==> src/twbp_pkg.sv <==
// Shared constants, types and helpers for the trie word-break prefix block.
`default_nettype none
package twbp_pkg;
  localparam int unsigned ALPHA      = 26;
  localparam int unsigned TRIE_NODES = 256;
  localparam int unsigned NODE_W     = $clog2(TRIE_NODES);
  localparam int unsigned MAX_WORD   = 10;
  localparam int unsigned LEN_W      = $clog2(MAX_WORD + 2);
  localparam int unsigned LET_W      = 5;
  localparam int unsigned MAX_TEXT   = 1048576;
  localparam int unsigned POS_W      = 21;
  localparam int unsigned SLOTS      = TRIE_NODES * ALPHA;
  localparam int unsigned SLOT_W     = $clog2(SLOTS);
  localparam int unsigned WIN_W      = MAX_WORD + 1;

  // Command codes passed from front to back
  typedef enum logic [1:0] {
    OP_INSERT = 2'd0,
    OP_ERROR  = 2'd1,
    OP_TEXT   = 2'd2
  } op_e;

  // One queued command; a text letter travels in word[0]
  typedef struct packed {
    op_e                            op;
    logic [MAX_WORD-1:0][LET_W-1:0] word;
    logic [LEN_W-1:0]               len;
    logic                           last;
  } cmd_t;

  // Child table address: node * 26 + letter, built from shifts
  function automatic logic [SLOT_W-1:0] slot_addr(input logic [NODE_W-1:0] node,
                                                  input logic [LET_W-1:0] x);
    logic [SLOT_W-1:0] n;
    n = SLOT_W'(node);
    return (n << 4) + (n << 3) + (n << 1) + SLOT_W'(x);
  endfunction
endpackage
`default_nettype wire

==> src/twbp_fifo.sv <==
// Two-entry command queue between the front and back parts.
`default_nettype none
module twbp_fifo (
  input  wire logic           clk_i,
  input  wire logic           rst_ni,
  input  wire logic           push_i,
  input  wire twbp_pkg::cmd_t push_cmd_i,
  output logic                full_o,
  input  wire logic           pop_i,
  output logic                empty_o,
  output twbp_pkg::cmd_t      pop_cmd_o
);
  twbp_pkg::cmd_t mem_q [2];
  logic           wr_ptr_q, rd_ptr_q;
  logic [1:0]     cnt_q;

  assign full_o    = (cnt_q == 2'd2);
  assign empty_o   = (cnt_q == 2'd0);
  assign pop_cmd_o = mem_q[rd_ptr_q];

  // Storage
  always_ff @(posedge clk_i) begin
    if (push_i) begin
      mem_q[wr_ptr_q] <= push_cmd_i;
    end
  end

  // Pointers and fill count
  always_ff @(posedge clk_i or negedge rst_ni) begin
    if (!rst_ni) begin
      wr_ptr_q <= 1'b0;
      rd_ptr_q <= 1'b0;
      cnt_q    <= 2'd0;
    end else begin
      if (push_i) wr_ptr_q <= ~wr_ptr_q;
      if (pop_i)  rd_ptr_q <= ~rd_ptr_q;
      if (push_i && !pop_i)      cnt_q <= cnt_q + 2'd1;
      else if (pop_i && !push_i) cnt_q <= cnt_q - 2'd1;
    end
  end
endmodule
`default_nettype wire

==> config.mk <==
export PLATFORM = sky130hd
export DESIGN_NAME = twbp_fifo
export DESIGN_NICKNAME = d
export VERILOG_FILES = /design/src/twbp_pkg.sv /design/src/twbp_fifo.sv
export SDC_FILE = /design/constraint.sdc
export NUM_CORES = 1
export LEC_CHECK = 0
export ABC_CLOCK_PERIOD_IN_PS = 4000
export BUFFER_PORTS_ARGS = -buffer_cell sky130_fd_sc_hd__buf_2
export CAP_MARGIN = 20
export CORE_UTILIZATION = 30
export DETAILED_ROUTE_END_ITERATION = 16
export MAX_ROUTING_LAYER = met4
export PLACE_DENSITY = 0.47
export SLEW_MARGIN = 10
export SYNTH_ARGS = -nofsm -noshare
export SYNTH_HDL_FRONTEND = slang
export SYNTH_SLANG_ARGS = --single-unit
==> constraint.sdc <==
create_clock -name clk_i -period 4 [get_ports clk_i]
set_clock_uncertainty 0.15 [all_clocks]
set_input_delay 0.4 -clock clk_i [delete_from_list [all_inputs] [get_ports clk_i]]
set_output_delay 0.4 -clock clk_i [all_outputs]
set_load 0.1 [all_outputs]
Yosys cells after proc, flatten, opt, wreduce, memory -nomap -nowiden. Memories as Yosys holds them, arrays and structs flattened. Cells that the tools add are included. W data, S select, Z words.

Latch bits: 0. Memory bits (read-only): 0. Output and inout bits: 59. Logic and storage cells: 19. Input port bits: 61. Bits in writable memories: 114. Memories: 1. Register bits after elaboration: 4.

Eq/ne operators: 1. Multiplexer cells: 4. Reductions and logical operators: 6. Multiply operators: 0. Bitwise logic cells: 2. Divide/modulo/power cells: 0. Add/sub/neg operators: 2. Shift operators: 0. $lt $le $gt $ge: 0.

Memories: mem_q (depth 2, bits a word 57, read ports 1, clocked after memory_dff 0, wr ports 1, RTL line twbp_fifo.sv:13) `twbp_pkg::cmd_t mem_q [2];`.

Operators by type and width (number): $mux W2 (2); $add A2 B1 Y2 const B (1); $eq A2 B2 Y1 const B (1); $logic_and A1 B1 Y1 (2); $logic_not A1 Y1 (2); $logic_not A2 Y1 (1); $mux W1 (2); $not A1 Y1 (2); $reduce_bool A2 Y1 (1); $sub A2 B1 Y2 const B (1).

Longest topological paths before layout.
Depth after elaboration: 4. Depth in mapped cells: 5. Gate-level depth less buffers: 5.

Worst setup path before layout. Ideal clock, no wire load.

Path kind: register -> register. From: register wr_ptr_q. To: memory mem_q[0][0] (netlist bit) (enable). Cell stages (with the launch flop): 2. Path slack: 0.431 ns. Setup time: 0.479 ns. Data arrival time: 2.940 ns. Required time: 3.371 ns. Path buffers: 0. Clock period less this slack: 3.569 ns. Path through: dfrtp_1 nor2b_1.

RTL lines: start, declared (RTL line twbp_fifo.sv:14) `logic wr_ptr_q, rd_ptr_q;`; start signal, assigned (RTL line twbp_fifo.sv:35) `if (push_i) wr_ptr_q <= ~wr_ptr_q;`; end, declared (RTL line twbp_fifo.sv:13).

Straight into the memory's write port.

==> flow_summary.ini <==
[cts]
cts_resized = 0
clockRootBuffer = clkbuf_16
cts_tree = done
post-cts-setup-buffers = 0
clockBufferDepth = 2
ctsHoldBuffers = 1
htreeDepth = 4
cts_buffers = 17
worstSkewPairLatency_ns = 0.40
clkSinkCount = 118
path_clk_slew_ns = 0.05

[synth]
synth_cell_type_count = 13
postSynthAreaPerCell_um2 = 22.7
yosysTopAreaCellShare = 0.782
syn_area_um2 = 4380
synthTopCellsByArea = edfxtp_1 78%, mux2_2 9.5%, mux2_4 6.9%, dfrtp_1 2.3%, xor2_1 0.80%
synth_top_cell_by_area = edfxtp_1
ys_seq_elements = 118
yosysSeqAreaShare = 0.805
syn_inst = 193
yosysWarnings = 0
syn_nets = 255

[floorplanning]
die_w_um = 123
start_util = 0.312
core-area_um2 = 14000
ios = 120
placementRows = 43
chipHeight_um = 123
design.die.area_um2 = 15100

[sta]
clock.fmax_mhz = 362
worst_slew_pin_slew_ns = 0.924
rsz0062_at_grt = false
finalSetupViolCount = 0
fin_setup_tns_ns = 0
slew_headroom = 0.384
slew_viol_final = 0
period_share = 0.691
hold_viol = 0
min_period_ns = 2.77

[final_layout]
n_antenna_cell = 0
final_cell_mix = 119 x buf_2, 114 x edfxtp_1, 37 x mux2_2, 20 x mux2_4, 17 x clkbuf_16
drive_above_1_share = 0.615
num-nets-final = 392
final_common_cell = buf_2
area_growth_pct = 30.8

[route]
drt_drc_violations_left = 0
drt-initial-drc-count = 112
drt_pass1_iterations = 4
viasPerCell = 4.28
ant_nets = 0
routed_wirelength_um = 7940
vias = 2237
wl_per_cell_um = 15.2

[worst_setup_path]
arrival_ns = 2.22
crit_path_end_kind = output port
worstPathMaxFanout = 58
critical_path_class = reg2out
worstPathRequired_ns = 3.45
start_kind = flop

[global_route]
grt_pass1_wl_um = 12100
grt_overflow_total = 0
grt_pass1_vias = 2365
antenna_found_initial = 0
grt_max_degree = 59
grt_usage = 0.117

[min_path]
worstHoldPathType = in2reg

[place]
portBuffers = 119
place_congestion = 0.678
place_hpwl_um = 5040

[status]
status = completed

[run]
cap_violations = 0
## kinds of logic (layout without fill, tap and decap cells)
logic type / Yosys count / in the layout / synth area share
flip-flops: 118 / 118 / 0.805
multiplexers: 57 / 57 / 0.164
adder cells (fa/ha/maj): 1 / 1 / 0.00286
XOR/XNOR: 5 / 5 / 0.0100
buffers and inverters: 7 / 157 / 0.0120
AND/OR/NAND/NOR: 5 / 5 / 0.00601
## per-stage QoR
| stage | setup slack (ns) | utilization | area (µm²) | std cells | hold slack, ns |
|---|---|---|---|---|---|
| 2_1_floorplan | 0.431 | - | 4380 | 193 | -0.0456 |
| 3_3_place_gp | 1.59 | 0.370 | 5190 | 490 | 0.0657 |
| 3_5_place_dp | 1.60 | 0.370 | 5190 | 490 | 0.0671 |
| 4_1_cts | 1.15 | 0.408 | 5720 | 523 | 0.00926 |
| 5_1_grt | 1.09 | 0.408 | 5720 | 523 | 0.0137 |
| 6_report | 1.23 | 0.408 | 5720 | 523 | 0.0340 |
## cells in the mapped netlist (all sizes together)
cell type,number
and2,1
mux2,57
buf,6
xnor2,1
ha,1
edfxtp,114
nor2b,2
nor2,2
inv,1
dfrtp,4
xor2,4
## sequential cells by signal, indices dropped and copies added (netlist names)
register / cells
mem_q: 114
wr_ptr_q: 1
cnt_q: 2
rd_ptr_q: 1
## critical path, cell delays in order, from the launching register on
cell and delay [ns]:
dfrtp_4 1.02, mux2_2 0.32, buf_2 0.43
## layout make-up
class,instances,area (µm²)
Tap cell,180,225
Multi-Input combinational cell,68,808
Fill cell,1291,8320
Sequential cell,118,3530
Clock inverter,13,90.1
Timing Repair Buffer,124,636
Clock buffer,19,433
Inverter,1,3.75
## routing by layer
| layer | wire length [µm] | vias up | global-route usage |
|---|---|---|---|
| met5 | 0 | - | - |
| met4 | 159 | 0 | 0.0617 |
| met3 | 474 | 14 | 0.0386 |
| met2 | 3590 | 95 | 0.167 |
| met1 | 3720 | 1086 | 0.146 |
| li1 | - | 1042 | - |
## path summary, 6_finish.rpt
check | slack, ns | end | startpoint | depth (start not counted)
setup / recovery | 1.23 | pop_cmd_o[19] | rd_ptr_q | 2
hold / removal | 0.03 | mem_q[1][20] | push_cmd_i[20] | 1
setup reg to reg | 2.12 | mem_q[0][6] | wr_ptr_q | 2
hold reg to reg | 0.33 | cnt_q[1] | cnt_q[1] | 1
max in group asynchronous | 3.36 | rd_ptr_q | rst_ni | 2
min in group asynchronous | 0.20 | rd_ptr_q | rst_ni | 2
Power is not shown: default switching activity piles up to over one toggle a cycle in this logic, so the estimate is an artifact.
