<file path="config.mk">
export PLATFORM = sky130hd
export DESIGN_NAME = twbp_front
export DESIGN_NICKNAME = d
export VERILOG_FILES = /design/src/twbp_pkg.sv /design/src/twbp_front.sv
export SDC_FILE = /design/constraint.sdc
export NUM_CORES = 1
export LEC_CHECK = 0
export ABC_AREA = 1
export BUFFER_PORTS_ARGS = -buffer_cell sky130_fd_sc_hd__clkbuf_2
export CELL_PAD_IN_SITES_DETAIL_PLACEMENT = 1
export CELL_PAD_IN_SITES_GLOBAL_PLACEMENT = 1
export CORE_MARGIN = 5
export CORE_UTILIZATION = 30
export CTS_CLUSTER_DIAMETER = 80
export DETAILED_ROUTE_END_ITERATION = 12
export HOLD_SLACK_MARGIN = 0.15
export PLACE_DENSITY = 0.74
export SETUP_SLACK_MARGIN = 0.4
export SLEW_MARGIN = 20
export SYNTH_ARGS = -nofsm -noshare
export SYNTH_HDL_FRONTEND = slang
export SYNTH_SLANG_ARGS = --single-unit
</file>
<file path="constraint.sdc">
create_clock -name clk_i -period 6.3 [get_ports clk_i]
set_clock_uncertainty 0.15 [all_clocks]
set_input_delay 0.63 -clock clk_i [delete_from_list [all_inputs] [get_ports clk_i]]
set_output_delay 0.63 -clock clk_i [all_outputs]
set_load 0.005 [all_outputs]
</file>
<file path="src/twbp_pkg.sv">
// Shared constants, types and helpers for the trie word-break prefix block.
`default_nettype none
package twbp_pkg;
  localparam int unsigned ALPHA      = 26;
  localparam int unsigned TRIE_NODES = 256;
  localparam int unsigned NODE_W     = $clog2(TRIE_NODES);
  localparam int unsigned MAX_WORD   = 10;
  localparam int unsigned LEN_W      = $clog2(MAX_WORD + 2);
  localparam int unsigned LET_W      = 5;
  localparam int unsigned MAX_TEXT   = 1048576;
  localparam int unsigned POS_W      = 21;
  localparam int unsigned SLOTS      = TRIE_NODES * ALPHA;
  localparam int unsigned SLOT_W     = $clog2(SLOTS);
  localparam int unsigned WIN_W      = MAX_WORD + 1;

  // Command codes passed from front to back
  typedef enum logic [1:0] {
    OP_INSERT = 2'd0,
    OP_ERROR  = 2'd1,
    OP_TEXT   = 2'd2
  } op_e;

  // One queued command; a text letter travels in word[0]
  typedef struct packed {
    op_e                            op;
    logic [MAX_WORD-1:0][LET_W-1:0] word;
    logic [LEN_W-1:0]               len;
    logic                           last;
  } cmd_t;

  // Child table address: node * 26 + letter, built from shifts
  function automatic logic [SLOT_W-1:0] slot_addr(input logic [NODE_W-1:0] node,
                                                  input logic [LET_W-1:0] x);
    logic [SLOT_W-1:0] n;
    n = SLOT_W'(node);
    return (n << 4) + (n << 3) + (n << 1) + SLOT_W'(x);
  endfunction
endpackage
`default_nettype wire

</file>
<file path="src/twbp_front.sv">
// Front part: takes input words, buffers dictionary words, issues commands.
`default_nettype none
module twbp_front (
  input  wire logic                        clk_i,
  input  wire logic                        rst_ni,
  input  wire logic                        accept_i,
  input  wire logic                        kind_i,
  input  wire logic [twbp_pkg::LET_W-1:0]  letter_i,
  input  wire logic                        last_i,
  output logic                             push_o,
  output twbp_pkg::cmd_t                   cmd_o
);
  logic [twbp_pkg::MAX_WORD-1:0][twbp_pkg::LET_W-1:0] word_q, word_d;
  logic [twbp_pkg::LEN_W-1:0] wlen_q, wlen_d;
  logic                       bad_q, bad_d;
  logic                       bad_now;
  logic [twbp_pkg::LEN_W-1:0] wlen_now;

  // Word buffering and command build
  always_comb begin
    word_d   = word_q;
    wlen_d   = wlen_q;
    bad_d    = bad_q;
    bad_now  = bad_q || (letter_i >= twbp_pkg::LET_W'(twbp_pkg::ALPHA));
    wlen_now = wlen_q;
    if (wlen_q < twbp_pkg::LEN_W'(twbp_pkg::MAX_WORD)) begin
      word_d[wlen_q] = letter_i;
    end
    if (wlen_q <= twbp_pkg::LEN_W'(twbp_pkg::MAX_WORD)) begin
      wlen_now = wlen_q + twbp_pkg::LEN_W'(1);
    end
    push_o      = 1'b0;
    cmd_o.op    = twbp_pkg::OP_TEXT;
    cmd_o.word  = word_d;
    cmd_o.len   = wlen_now;
    cmd_o.last  = last_i;
    if (accept_i) begin
      if (kind_i) begin
        push_o     = 1'b1;
        cmd_o.word = '0;
        cmd_o.word[0] = letter_i;
      end else begin
        wlen_d = wlen_now;
        bad_d  = bad_now;
        if (last_i) begin
          wlen_d = '0;
          bad_d  = 1'b0;
          if (wlen_now > twbp_pkg::LEN_W'(twbp_pkg::MAX_WORD)) begin
            push_o   = 1'b1;
            cmd_o.op = twbp_pkg::OP_ERROR;
          end else if (!bad_now) begin
            push_o   = 1'b1;
            cmd_o.op = twbp_pkg::OP_INSERT;
          end
        end
      end
    end
  end

  always_ff @(posedge clk_i) begin
    if (accept_i && !kind_i) begin
      word_q <= word_d;
    end
  end

  always_ff @(posedge clk_i or negedge rst_ni) begin
    if (!rst_ni) begin
      wlen_q <= '0;
      bad_q  <= 1'b0;
    end else begin
      wlen_q <= wlen_d;
      bad_q  <= bad_d;
    end
  end
endmodule
`default_nettype wire

</file>
# Yosys cells after proc, flatten, opt, wreduce, memory -nomap -nowiden
# Index checks and enable logic that the tools add are counted.
# totals
reg_bits	55
inputBits	10
output_inout_bits	58
word_cells	43
# op_classes
addsub	1
n_lt_le_gt_ge	6
muxes	18
bitwise_logic	1
n_reduce_logical	5
# ops
cell	count
50-bit 2-to-1 mux	2
52-bit 2-to-1 mux	1
50-bit bitwise mux	1
5-bit demux with 4-bit select	1
2-bit 2-to-1 mux	4
4-bit 2-to-1 mux	2
1-bit 2-to-1 mux	6
5-bit greater-or-equal comparator, second input constant	1
4-bit by 5-bit less-than comparator with 1-bit output, second input constant	1
5-bit 2-to-1 mux	1
4-bit by 1-bit adder with 4-bit output, second input constant	1
4-bit by 1-bit greater-or-equal comparator with 1-bit output, second input constant	1
4-bit > comparator, second input constant	1
4-bit <= comparator, second input constant	1
4-bit less-than comparator, second input constant	1
1-bit logical AND	2
2-bit AND reduction	1
1-bit zero test	1
1-bit logical OR	1
1-bit NOT	1

# Depth between registers and ports, before layout
# Gate-level depths: netlist of the first run.
# depth
depth_word	8
depth_mapped	10

# Worst setup path after synthesis of the first run
# No wires, ideal clock.
# synth_timing
kind	input port to output port
from	input accept_i
to	output cmd_o[56] in the netlist's numbering
t_arrival_ns	2.557
path_slack_ns	2.963
path_stages	4
path_buffers	1
path_cell_list	inv_1 nor2_1 clkbuf_1 nand3_1
# synth_rtl
item	line	text
start, declared	twbp_front.sv:6	input wire logic accept_i,
end, declared	twbp_front.sv:11	output twbp_pkg::cmd_t cmd_o

==> flow_summary.yaml, run 1 <==
cts:
  cts.clk_slew.worst_paths_ns: 0.10
  cts_root_buffer: "clkbuf_8"
  cts_tree: "built"
  clk_latency_ns: 0.30
  clockBufferDepth: 2
  cts_made_buffers: 5
  cts_resized: 0
  h-tree-depth: 2
  clock-sinks: 55
power:
  p_leak_nw: 1.90
  p_comb_frac: 0.263
  power_w: 0.000867
  p_sw_frac: 0.317
  power_frac_clock: 0.222
  internal_power_w: 0.000592
  peakVddDrop_mv: 0.0871
  power_frac_seq: 0.515
  p_per_area_mw_per_mm2: 243
  p_switching_w: 0.000275
outcome:
  status: "complete, no violations"
finish:
  area_growth_pct: 18.2
  final_nets: 458
  layout-drive-gt1-share: 0.189
  post-route-util: 0.364
  antenna_cells: 0
timing:
  worst_slew_pin_slew_ns: 0.765
  holdWs_ns: 0.402
  finalCriticalPeriod_ns: 2.93
  rsz0062_at_grt: "false"
  slew_headroom: 0.490
  fin_crit_sh: 0.464
  hold_viol: 0
  setup_slack_ns: 3.37
  finalSetupViolCount: 0
  finalSetupTns_ns: 0
  maxSlewViolCount: 0
  max_freq_ghz: 0.342
critical_path:
  cpPeakStageDelay_ns: 0.44
  crit_type: "flop to output pin"
  worst-path-stages: 6
  critical_path_buf_inv_count: 2
  cp-start-kind: "flop"
  cp_max_fo: 10
  worstPathArrival_ns: 2.15
  crit_slowest_cell: "dfrtp_1"
  timing.reg2reg.worst_path_depth: 5
  crit_family: "flip-flops"
  cp_data_required_time_ns: 5.52
  critPathCaptureType: "output pin"
  crit_chain: "inv_1, ha_1, nand3_1, o21ai_0, nor2_1, clkbuf_2"
global_route:
  grt_pass1_wl_mm: 12.7
  grt_pass1_vias: 2550
  grt_max_degree: 60
  gr-total-overflow: 0
  grt_antenna_before_repair: 0
  grt_use_total: 0.137
floorplan:
  core_area_mm2: 0.00982
  die_area_mm2: 0.0122
  initial_core_util: 0.308
  chipHeight_um: 110
  die_w_um: 110
  rows: 36
  io-pin-count: 68
place:
  pre_cts_ws_ns: 3.50
  hpwl_mm: 5.60
  place_congestion: 0.746
  port_buffers: 67
detailed_routing:
  wl_mm: 7.84
  drc: 0
  wl_per_cell_um: 13.6
  viasPerCell: 4.42
  dr.pass1.iters: 4
  final_antenna_net_count: 0
  vias: 2554
  drt_iter0_markers: 92
worst_hold_path:
  holdPathStages: 2
  min_path_type: "flop to flop"
logic_synthesis:
  syn_nets: 396
  ys_types: 20
  syn_avg_cell_area_um2: 7.91
  yosys_warnings: 0
  ys_ff_latch: 55
  synth-seq-area-share: 0.539
  netlist_area_mm2: 0.00302
  syn_inst: 382
flow_run:
  drv_cap: 0
==> flip-flops by register name (all words and copies together), names as in the netlist <==
register / count
bad_q: 1
wlen_q: 4
word_q: 50
==> through the flow <==
| stage | std cells | cell area [um2] |
|---|---|---|
| 4_1_cts | 578 | 3570 |
| 5_1_grt | 578 | 3570 |
| 6_report | 578 | 3570 |
| 3_3_place_gp | 569 | 3480 |
| 2_1_floorplan | 382 | 3020 |
| 3_5_place_dp | 569 | 3480 |
==> power groups by stage <==
stage               combinational (W)  clock [W]  sequential [W]
global route                 0.000264   0.000219        0.000450
global placement             0.000223          0        0.000454
finish                       0.000228   0.000192        0.000447
floorplan                    0.000142          0        0.000451
detailed placement           0.000233          0        0.000456
CTS                          0.000235   0.000204        0.000447
==> final cells by class <==
class | instances | area, um2
sequential | 55 | 1630
clock buffer | 7 | 76.3
clock inverter | 1 | 5.00
fill | 1277 | 6250
multi-input combinational | 206 | 941
tap | 133 | 166
timing repair buffer | 69 | 353
inverter | 107 | 402
==> cell usage after synthesis, drive strengths merged <==
cell type / count / area [um2]
buf: 3 / 17.5
clkbuf: 11 / 41.3
o22ai: 2 / 12.5
inv: 107 / 402
nand4: 1 / 6.26
nor2: 49 / 189
edfxtp: 50 / 1500
nand2: 74 / 280
o211ai: 1 / 7.51
ha: 4 / 50.1
nand3: 15 / 85.1
o21ai: 59 / 295
dfrtp: 5 / 125
a21boi: 1 / 7.51
==> timing repair <==
item | in CTS | in global routing
hold buffers | 1 | 0
endpoints found under the setup margin | 0 | 0
endpoints found under the hold margin | 5 | 0
setup buffers | 0 | 0
==> routing by layer <==
layer,wire length (um),vias up,track usage
met4,61,0,0.0317
li1,-,1289,-
met5,0,-,0
met2,3670,47,0.229
met3,265,7,0.0227
met1,3840,1211,0.187
==> path summary, 6_finish.rpt <==
kind | startpoint | endpoint | slack [ns]
max | wlen_q[1] | cmd_o[29] | 3.37
min in group asynchronous | rst_ni | bad_q | 0.51
min | bad_q | bad_q | 0.40
min reg2reg | bad_q | bad_q | 0.40
max in group asynchronous | rst_ni | wlen_q[3] | 5.34
max reg2reg | wlen_q[1] | word_q[24] | 4.22
==> cells in the final DEF, fill, tap and decap left out, drive strengths merged <==
| cell type | synthesis | layout |
|---|---|---|
| inv | 107 | 107 |
| nand2 | 74 | 74 |
| clkbuf | 11 | 74 |
| o21ai | 59 | 59 |
| edfxtp | 50 | 50 |
| nor2 | 49 | 49 |
| nand3 | 15 | 15 |
| dfrtp | 5 | 5 |
| ha | 4 | 4 |
| o22ai | 2 | 2 |
| nand4 | 1 | 1 |
| a21boi | 1 | 1 |
| o211ai | 1 | 1 |
| clkinv | 0 | 1 |
| dlygate4sd3 | 0 | 1 |
| buf | 3 | 1 |
==> worst register-to-register path, stage by stage, from the launching register on <==
cell	delay, ns
dfrtp_1	0.44
inv_1	0.21
ha_1	0.28
nand3_1	0.32
o21ai_0	0.38
inv_1	0.07
==> logic make-up after synthesis <==
group | synth area share
flops | 0.539
fa+ha+maj | 0.0166
compound gates | 0.107
simple gates | 0.186
buf+inv | 0.152
Power figures use the tool's default switching activity.
==> run 2, diff against run 1 <==
==> constraint.sdc (replaced) <==
create_clock -name clk_i -period 2.75 [get_ports clk_i]
set_clock_uncertainty 0.15 [all_clocks]
set_input_delay 0.275 -clock clk_i [delete_from_list [all_inputs] [get_ports clk_i]]
set_output_delay 0.275 -clock clk_i [all_outputs]
set_load 0.005 [all_outputs]
==> flow_summary.yaml, run 2 (same netlist as run 1, synthesis figures left out) <==
critical_path:
  critPathCaptureType: "output pin"
  cp-startpoint: "wlen_q[0]"
  critPathMostFrequentCell: "inv_2"
  crit_slowest_cell: "dfrtp_2"
  cpPeakStageDelay_ns: 0.46
  r2r-start: "wlen_q[0]"
  crit_family: "simple AND/OR/NAND/NOR gates"
  cp_data_required_time_ns: 2.33
  worstPathArrival_ns: 1.86
  crit_chain: "inv_2, ha_4, inv_2, nand3_2, nand2_2, inv_2, nand4_1, nand3_1, nand2_1, nand2_1, buf_2"
  cp-start-kind: "flop"
  cp_max_fo: 4
  crit_type: "flop to output pin"
  critical_path_buf_inv_count: 4
timing:
  maxSlewViolCount: 0
  finalSetupViolCount: 0
  finalCriticalPeriod_ns: 2.28
  hold_viol: 0
  setup_slack_ns: 0.470
  holdWs_ns: 0.208
  slew_headroom: 0.688
  finalSetupTns_ns: 0
  worst_slew_pin_slew_ns: 0.468
  fin_crit_sh: 0.829
  max_freq_ghz: 0.439
  rsz0062_at_grt: "true"
floorplan:
  core_area_mm2: 0.00982
  initial_core_util: 0.308
  die_area_mm2: 0.0122
  io-pin-count: 68
  rows: 36
  chipHeight_um: 110
  die_w_um: 110
finish:
  final_cell_mix: "100 x inv_1, 69 x nand2_1, 66 x clkbuf_2"
  layout-drive-gt1-share: 0.259
  final_nets: 469
  post-route-util: 0.391
  largest_register_ffs: 50
  top_register: "word_q"
  fin_area_mm2: 0.00383
  antenna_cells: 0
  mostFrequentLayoutCell: "inv_1"
  reg_top3: "word_q (50), wlen_q (4), bad_q (1)"
  area_growth_pct: 27.0
worst_hold_path:
  hp-start: "last_i"
  min_path_type: "input port to flop"
detailed_routing:
  wl_mm: 8.36
  drc: 0
  dr.pass1.iters: 4
  final_antenna_net_count: 0
  wl_per_cell_um: 14.2
  vias: 2587
  viasPerCell: 4.39
  drt_iter0_markers: 78
power:
  p_leak_nw: 1.99
  p_per_area_mw_per_mm2: 598
  peakVddDrop_mv: 0.283
global_route:
  grt_pass1_wl_mm: 13.3
  grt_max_degree: 39
  grt_pass1_vias: 2754
  gr-total-overflow: 0
  grt_use_total: 0.143
  grt_antenna_before_repair: 0
place:
  pre_cts_ws_ns: 0.591
  port_buffers: 67
  hpwl_mm: 5.77
  postPlaceCellArea_mm2: 0.00351
  place_congestion: 0.766
cts:
  cts.clk_slew.worst_paths_ns: 0.10
  clockBufferDepth: 2
  clock-sinks: 55
  cts_root_buffer: "clkbuf_8"
  cts_tree: "built"
  h-tree-depth: 2
  clk_latency_ns: 0.31
  cts_made_buffers: 5
flow_run:
  drv_cap: 0
outcome:
  status: "complete, no violations"
run 2: worst paths after layout:
check | cells past startpoint | endpoint | slack, ns
worst min-delay path | 4 | wlen_q[3] | 0.21
worst min register to register | 2 | bad_q | 0.41
worst max register to register | 5 | word_q[9] | 0.95
min in group asynchronous | 3 | bad_q | 0.74
max in group asynchronous | 3 | wlen_q[2] | 1.48
worst max-delay path | 11 | push_o | 0.47
run 2: cell type report:
type	count	area [um2]
sequential	55	1630
fill	1251	5980
multi-input combinational	206	1040
timing repair buffer	80	450
clock buffer	5	68.8
clock inverter	3	67.6
tap	133	166
inverter	107	407
run 2: layer usage:
metal / track usage / part of all wire
met1: 0.189 / 0.48
met2: 0.244 / 0.48
met3: 0.0227 / 0.034
met4: 0.0352 / 0.0073
met5: 0 / 0
run 2: tightest hold or removal path: stages:
cell and delay (ns):
clkbuf_2 0.12, inv_1 0.09, nand3_1 0.08, o21ai_0 0.07
run 2: timing repair:
item,in CTS,in global routing
endpoints found under the hold margin,5,0
pin swaps,0,4
endpoints found under the setup margin,30,41
buffers inserted,2,5
hold buffers,2,0
gates resized for setup,14,29
run 2: power breakdown:
part / internal [W] / total, W / switching [W]
Sequential: 0.000997 / 0.00103 / 0.0000343
Combinational: 0.000239 / 0.000622 / 0.000383
Clock: 0.000363 / 0.000641 / 0.000278
Total: 0.00160 / 0.00229 / 0.000696
run 2: stage by stage:
step | std cells | total power [W]
2_1_floorplan | 382 | 0.00136
3_3_place_gp | 572 | 0.00156
3_5_place_dp | 572 | 0.00158
4_1_cts | 584 | 0.00225
5_1_grt | 589 | 0.00244
6_report | 589 | 0.00229
==> run 3, diff against run 2 <==
--- a/config.mk
+++ b/config.mk
@@ -5,7 +5,7 @@
 export SDC_FILE = /design/constraint.sdc
 export NUM_CORES = 1
 export LEC_CHECK = 0
-export ABC_AREA = 1
+export ABC_AREA = 0
 export BUFFER_PORTS_ARGS = -buffer_cell sky130_fd_sc_hd__clkbuf_2
 export CELL_PAD_IN_SITES_DETAIL_PLACEMENT = 1
 export CELL_PAD_IN_SITES_GLOBAL_PLACEMENT = 1
@@ -14,7 +14,7 @@
 export CTS_CLUSTER_DIAMETER = 80
 export DETAILED_ROUTE_END_ITERATION = 12
 export HOLD_SLACK_MARGIN = 0.15
-export PLACE_DENSITY = 0.74
+export PLACE_DENSITY = 0.69
 export SETUP_SLACK_MARGIN = 0.4
 export SLEW_MARGIN = 20
 export SYNTH_ARGS = -nofsm -noshare
==> constraint.sdc (replaced) <==
create_clock -name clk_i -period 2.1 [get_ports clk_i]
set_clock_uncertainty 0.15 [all_clocks]
set_input_delay 0.21 -clock clk_i [delete_from_list [all_inputs] [get_ports clk_i]]
set_output_delay 0.21 -clock clk_i [all_outputs]
set_load 0.005 [all_outputs]
==> flow_summary.yaml, run 3 <==
outcome:
  status: "finished with violations"
  violations: "setup timing"
critical_path:
  crit_type: "flop to output pin"
  worstPathArrival_ns: 1.94
  rrSetupSlack_ns: 0.14
  cp-start-kind: "flop"
  critPathCaptureType: "output pin"
  r2r-start: "wlen_q[1]"
  cp_data_required_time_ns: 1.74
  cp-startpoint: "wlen_q[1]"
  cp_max_fo: 5
finish:
  layout-drive-gt1-share: 0.692
  top_register: "word_q"
  mostFrequentLayoutCell: "clkbuf_2"
  largest_register_ffs: 50
  post-route-util: 0.431
  area_growth_pct: 39.8
  antenna_cells: 0
  final_cell_mix: "60 x clkbuf_2, 50 x mux2_4, 50 x edfxtp_1"
  reg_top3: "word_q (50), wlen_q (4), bad_q (1)"
  final_nets: 339
cts:
  clockBufferDepth: 2
  cts_made_buffers: 5
  clk_latency_ns: 0.30
  cts_tree: "built"
  cts.clk_slew.worst_paths_ns: 0.10
  cts_root_buffer: "clkbuf_8"
  h-tree-depth: 2
  clock-sinks: 55
logic_synthesis:
  syn_avg_cell_area_um2: 14.4
  syn_nets: 236
  synth_common_cells: "50 x edfxtp_1, 44 x and2_1, 30 x mux2_2, 25 x mux2_4, 10 x clkbuf_1"
  synth_edf_count: 50
  synth_top_flop_cell: "edfxtp_1"
  synth-seq-area-share: 0.509
  synth_area_leaders: "edfxtp_1 47%, mux2_4 12%, mux2_2 11%"
  ys_async_sr_fraction: 0.0909
  synth_top_area_share: 0.470
  ys_ff_latch: 55
  ys_types: 35
  netlist_area_mm2: 0.00320
  yosys.area.top_type: "edfxtp_1"
  synthMostInstantiatedCell: "edfxtp_1"
  syn_inst: 222
  yosys_warnings: 0
global_route:
  grt_use_total: 0.121
  grt_max_degree: 30
  gr-total-overflow: 0
  grt_antenna_before_repair: 0
  grt_pass1_wl_mm: 12.2
  grt_pass1_vias: 2215
power:
  p_per_area_mw_per_mm2: 685
  power_w: 0.00306
  peakVddDrop_mv: 0.359
  p_leak_nw: 2.04
detailed_routing:
  drc: 0
  drt_iter0_markers: 76
  wl_per_cell_um: 17.3
  dr.pass1.iters: 4
  viasPerCell: 4.66
  wl_mm: 7.97
  final_antenna_net_count: 0
  vias: 2147
timing:
  hold_viol: 0
  slew_headroom: 0.727
  setup_slack_ns: -0.199
  max_freq_ghz: 0.435
  finalSetupViolCount: 53
  worst_slew_pin_slew_ns: 0.409
  holdWs_ns: 0.210
  maxSlewViolCount: 0
  fin_crit_sh: 1.09
  rsz0062_at_grt: "true"
  finalCriticalPeriod_ns: 2.30
floorplan:
  rows: 37
  chipHeight_um: 113
  initial_core_util: 0.308
  core_area_mm2: 0.0104
  io-pin-count: 68
  die_area_mm2: 0.0128
  die_w_um: 113
flow_run:
  drv_cap: 0
place:
  hpwl_mm: 5.34
  port_buffers: 67
  place_congestion: 0.732
worst_hold_path:
  min_path_type: "input port to flop"
  hp-start: "last_i"
run 3: timing repair:
action                     in CTS  in global routing
hold buffers                    3                  0
gates resized for setup        28                 33
setup buffers                  24                  4
setup endpoints to repair      92                108
pin swaps                       4                  1
hold endpoints to repair        7                  0
run 3: worst max-delay path, cell delays in order, from the launching register on:
cell      delay, ns
dfrtp_2        0.47
inv_4          0.10
ha_4           0.15
nor3b_4        0.22
buf_12         0.15
mux2_4         0.30
and2_4         0.14
clkbuf_2       0.10
run 3: where the power goes:
group	total (W)	switching (W)	internal, W
clock	0.000697	0.000347	0.000349
combinational	0.00105	0.000430	0.000622
sequential	0.00131	0.0000365	0.00128
total	0.00306	0.000814	0.00225
run 3: worst paths after layout:
| kind | end | cells after the start |
|---|---|---|
| min in group asynchronous | bad_q | 3 |
| setup reg to reg | word_q[0] | 6 |
| setup / recovery | cmd_o[14] | 7 |
| hold reg to reg | word_q[23] | 1 |
| hold / removal | wlen_q[0] | 3 |
| max in group asynchronous | wlen_q[1] | 3 |
run 3: final cells by class:
class                           instances  area (um2)
Clock buffer                            5        68.8
Clock inverter                          2        37.5
Fill cell                            1070        5900
Inverter                                4        26.3
Multi-Input combinational cell        147        1720
Sequential cell                        55        1630
Tap cell                              136         170
Timing Repair Buffer                  112         821
run 3: metal layers:
layer,routed length [um],track usage,share of wire,up-vias
met5,0,0,0,-
met1,3650,0.162,0.46,1072
li1,-,-,-,1011
met3,364,0.0257,0.046,8
met2,3850,0.199,0.48,56
met4,109,0.0296,0.014,0
run 3: cells by family (layout without fill, tap and decap cells):
kind of cell,count (synthesis),in the layout,synth area share
compound gates,18,18,0.0442
mux,55,55,0.223
fa+ha+maj,4,4,0.0157
buf+inv,20,123,0.0384
flops,55,55,0.509
simple gates,70,70,0.170
run 3: per-stage QoR:
| stage | area (um2) | setup slack [ns] | setup TNS [ns] | std cells |
|---|---|---|---|---|
| global placement | 3900 | 0.0625 | 0 | 423 |
| floorplan | 3390 | 0.161 | 0 | 222 |
| finish | 4470 | -0.199 | -7.65 | 461 |
| global route | 4470 | -0.268 | -11.97 | 461 |
| CTS | 4310 | -0.206 | -8.38 | 457 |
| detailed placement | 3900 | 0.0264 | 0 | 423 |
